**config.mk**
```make
export PLATFORM = sky130hd
export DESIGN_NAME = dwbm_ram
export DESIGN_NICKNAME = d
export VERILOG_FILES = /design/src/rtl/core/dwbm_ram.sv
export SDC_FILE = /design/constraint.sdc
export NUM_CORES = 2
export LEC_CHECK = 0
export BUFFER_PORTS_ARGS = -buffer_cell sky130_fd_sc_hd__buf_2
export CAP_MARGIN = 20
export CELL_PAD_IN_SITES_DETAIL_PLACEMENT = 0
export CELL_PAD_IN_SITES_GLOBAL_PLACEMENT = 1
export CORE_UTILIZATION = 51
export CTS_CLUSTER_DIAMETER = 120
export CTS_CLUSTER_SIZE = 25
export DETAILED_ROUTE_END_ITERATION = 10
export PLACE_DENSITY = 0.82
export SYNTH_ARGS = -nofsm -noshare
export SYNTH_HDL_FRONTEND = slang
export SYNTH_SLANG_ARGS = --single-unit
```
**constraint.sdc**
```tcl
create_clock -name clk -period 2.2 [get_ports clk]
set_input_delay 0.22 -clock clk [delete_from_list [all_inputs] [get_ports clk]]
set_output_delay 0.22 -clock clk [all_outputs]
set_load 0.005 [all_outputs]
```
**src/rtl/core/dwbm_ram.sv**
```systemverilog
// Generic single-port-write, single-port-read RAM with a registered read.
// A read and a write to the same address in one cycle return the old data.
// Depends on nothing.
`default_nettype none

module dwbm_ram #(
	parameter int WIDTH = 8,
	parameter int DEPTH = 256
) (
	input  wire logic                     clk,
	input  wire logic                     we,
	input  wire logic [$clog2(DEPTH)-1:0] waddr,
	input  wire logic [WIDTH-1:0]         wdata,
	input  wire logic                     re,
	input  wire logic [$clog2(DEPTH)-1:0] raddr,
	output logic      [WIDTH-1:0]         rdata
);

	logic [WIDTH-1:0] mem_q [DEPTH];
	logic [WIDTH-1:0] rdata_q;

	always_ff @(posedge clk) begin
		if (we) begin
			mem_q[waddr] <= wdata;
		end
		if (re) begin
			rdata_q <= mem_q[raddr];
		end
	end

	assign rdata = rdata_q;

endmodule

`default_nettype wire

```
==> out/results.md <==
| Quantity | Value | Unit |
|:---|:---|:---|
| Buffer cell driving the clock tree root | clkbuf_16 | - |
| DRC Markers | 0 | - |
| Most common cell after layout, fill and taps aside | edfxtp_1 | - |
| Register-to-Register Path Depth | 7 | - |
| Highest metal layer used by the detailed router | met5 | - |
| Number of input and output port buffers inserted | 34 | - |
| Final worst setup slack | -0.1633 | ns |
| Htree depth | 3 | - |
| Setup Skew | 0.05943 | ns |
| Syn Area/Cell | 21.33 | sq um |
| Final Routed Wirelength | 195.1 | mm |
| Number of instances in the synthesized netlist | 3,733 | - |
| Post-layout min period | 2.363 | ns |
| Std-Cell Rows | 144 | - |
| Critical path start-end classification | flop to flop | - |
| Sequential share of the synthesized area | 77.53 | % |
| Unrepaired setup endpoints after global routing | true | - |
| DR iter-0 viols | 5,657 | - |
| Post-Synthesis Cell Area | 0.07964 | sq mm |
| Pwr per Cell Area | 737.6 | mW/mm^2 |
| Total of fill cells in the finished design | 10,760 | - |
| Slew Limit Headroom | 45.63 | % |
| Placed instance count | 6,311 | - |
| Wire length on met1 | 73.21 | mm |
| Nets in the synthesized netlist | 3,760 | - |
| Final hold violation count | 0 | - |
| Floorplan die area | 0.1577 | sq mm |
| Sinks on Clock Net | 2,056 | - |
| Highest attainable clock frequency | 0.4231 | GHz |
| P&R area growth vs syn | 13.70 | % |
| Commonest cells after routing, fill and taps aside | edfxtp_1 (2,056), buf_4 (646), mux4_2 (455) | - |
| Failing checks | setup timing | - |
| Clock-pin transition on the worst setup and hold timing paths | 0.10 | ns |
| Total grt overflow | 0 | - |
| Share of the cycle needed by the critical path after routing | 107.4 | % |
| Top FF cell, synth | edfxtp_1 | - |
| Final antenna-violating net count | 0 | - |
| Clock insertion delay at the later pin of the skew report | 0.76 | ns |
| Worst hold slack across all endpoints | 0.06376 | ns |
| Worst slew pin tran | 0.8155 | ns |
| Number of synthesized register bits | 2,056 | - |
| Worst endpoint data arrival time | 2.87 | ns |
| Leakage dissipation | 28.83 | nW |
| Wire length on met3 | 21.06 | mm |
| Clock tree from TritonCTS | built | - |
| Largest buffer count on any clock path | 3 | - |
| Via count of the first global-routing pass | 40,840 | - |
| Half-perimeter wire length after placement | 129.9 | mm |
| Required @ worst endpoint | 2.71 | ns |
| Cells on Worst Hold Path | 1 | - |
| Number of vias after detailed routing | 41,040 | - |
| Fraction of power consumed by the clock network | 28.4 | % |
| Synthesis Warnings | 0 | - |
| Area taken by flip-flops and latches | 0.06174 | sq mm |
| Number of setup violations in the final report | 8 | - |
| Kind of start point of the critical path | flop | - |
| Area of the multi-input gates | 0.01696 | sq mm |
| Final standard cell count with taps included and fillers excluded | 6,418 | - |
| Utilization after layout | 58.57 | % |
| Final weighted congestion of routability-driven global placement | 0.9256 | - |
| Startpoint of the lowest-slack register-to-register path | mem_q[100][0] | - |
| Met2 wire length | 94.74 | mm |
| Internal power | 52.75 | mW |
| Global-route usage over all layers | 24.77 | % |
| Post-placement worst setup slack | -1.112 | ns |
| Floorplan die height | 397.2 | microns |
| Worst Path Max Fanout | 1 | - |
| Switching power of the nets | 14.03 | mW |
| Pin count of the biggest net entering global routing | 95 | - |
| Endpoint type of the worst setup path | flop | - |
| Worst setup path start | mem_q[100][0] | - |
| Number of flops mapped to enable cells by yosys | 2,056 | - |
| Ys async rst share | 0 | % |
| Initial cell density of the core | 51.52 | % |
| Total number of nets in the final design | 4,392 | - |
| Total Power Consumption | 66.79 | mW |
| Detailed-route wire length per cell | 30.39 | microns |
| Status | finished, violations left | - |
| Worst hold path startpoint | wdata[6] | - |
| Number of top-level design ports | 35 | - |
| Number of antenna violations at the first check in global routing | 3 | - |
| Share of cells above drive strength 1 | 31.91 | % |
| Number of slew-limit violations in the final report | 0 | - |
| Vias per Instance | 6.394 | - |
| Core area | 0.1546 | sq mm |
| Die W | 397.2 | microns |
| Fraction of power consumed by combinational cells | 7.0 | % |
| Switching part of the total | 21.01 | % |
| VDD IR-drop max | 0.0006572 | V |
| Unique cell type count in the Yosys netlist | 54 | - |
| Number of iterations in the first detailed-routing pass | 6 | - |
| Count of maximum capacitance violations | 0 | - |
| Worst Hold Class | input port to flop | - |
| Sequential share of power | 64.7 | % |
| Global-route wire length before repair | 281.8 | mm |
| CTS buffer count | 92 | - |
[repair_timing]
action	in CTS	in global routing
gates resized for setup	67	20
hold buffers	7	0
pin swaps	31	15
hold endpoints to repair	254	0
setup endpoints to repair	8	8
setup buffers	0	0
[sequential cells by signal (all words and copies together), names as in the netlist]
signal	flops
mem_q	2048
rdata	8
[critical path: stages (launching register included)]
cell	delay, ns
edfxtp_1	0.40
mux4_2	0.46
nor2b_1	0.15
a211oi_2	0.40
nor3_2	0.12
nor4_4	0.35
buf_4	0.20
nor4_2	0.04
[kinds of logic (layout without fill, tap and decap cells)]
kind of cell / Yosys count / in the layout / synth area share [%]
flops: 2056 / 2056 / 77.53
simple gates: 466 / 466 / 2.625
mux: 591 / 591 / 14.60
other cells: 0 / 3 / 0
buf+inv: 235 / 873 / 1.829
compound gates: 385 / 385 / 3.416
[metal layers]
metal | vias to the layer above | GRT usage (%)
met4 | 2 | 7.253
met2 | 2401 | 40.03
met1 | 21560 | 35.08
li1 | 16780 | -
met5 | - | 0
met3 | 304 | 4.104
[through the flow]
step	instance area (sq um)	TNS, ns
2_1_floorplan	79740	-0.02704
3_3_place_gp	87570	-7.839
3_5_place_dp	87570	-7.994
4_1_cts	90420	-0.6832
5_1_grt	90540	-1.163
6_report	90550	-0.7940
[final timing paths]
check | to | slack [ns]
worst max register to register | rdata[0] | -0.16
worst min register to register | rdata[3] | 1.16
worst max-delay path | rdata[0] | -0.16
worst min-delay path | mem_q[139][6] | 0.06
[final cells by class]
| cell class | instances | share of cell area, % |
|---|---|---|
| multi-input cells | 1442 | 18.73 |
| diodes | 3 | 0.008291 |
| clock inverters | 6 | 0.08982 |
| flip-flops and latches | 2056 | 68.18 |
| inverters | 2 | 0.008291 |
| clock buffers | 94 | 2.598 |
| well taps | 2044 | 2.824 |
| repair buffers | 771 | 7.563 |
[cells in the mapped netlist, types with 2 or more instances]
cell type	number	share of area [%]
a2111oi_0	2	0.022
a2111oi_1	2	0.025
a211oi_1	16	0.15
a21oi_1	96	0.60
a221oi_1	13	0.14
a22o_1	8	0.088
a22oi_1	133	1.3
a311oi_1	2	0.022
a31oi_1	2	0.016
and2_1	6	0.047
and3b_1	2	0.022
buf_1	22	0.10
buf_12	8	0.20
buf_2	31	0.19
buf_4	27	0.25
buf_6	21	0.30
buf_8	13	0.25
clkbuf_1	111	0.52
edfxtp_1	2056	78
mux2i_1	134	1.7
mux4_1	2	0.066
mux4_2	454	13
nand2_1	33	0.16
nand2b_1	8	0.063
nand3_1	34	0.21
nand3b_1	2	0.019
nand4_1	10	0.079
nor2_1	282	1.3
nor2b_1	31	0.24
nor3_1	22	0.14
nor4_1	24	0.19
nor4_2	3	0.047
o211ai_1	10	0.094
o21ai_0	10	0.063
o21ai_1	2	0.013
o221ai_1	46	0.51
o22a_1	5	0.055
o22ai_1	28	0.22
o32ai_1	4	0.044
or2_2	4	0.031
[power by group through the flow]
| stage | logic [mW] | clock network (mW) | registers (mW) |
|---|---|---|---|
| 6_report | 4.65 | 19.0 | 43.2 |
| 5_1_grt | 4.85 | 20.3 | 43.2 |
| 4_1_cts | 4.60 | 19.1 | 43.2 |
| 3_5_place_dp | 4.47 | 0 | 44.1 |
| 3_3_place_gp | 4.39 | 0 | 44.1 |
| 2_1_floorplan | 2.12 | 0 | 44.1 |
No activity file was read; power rests on OpenSTA's default activity.
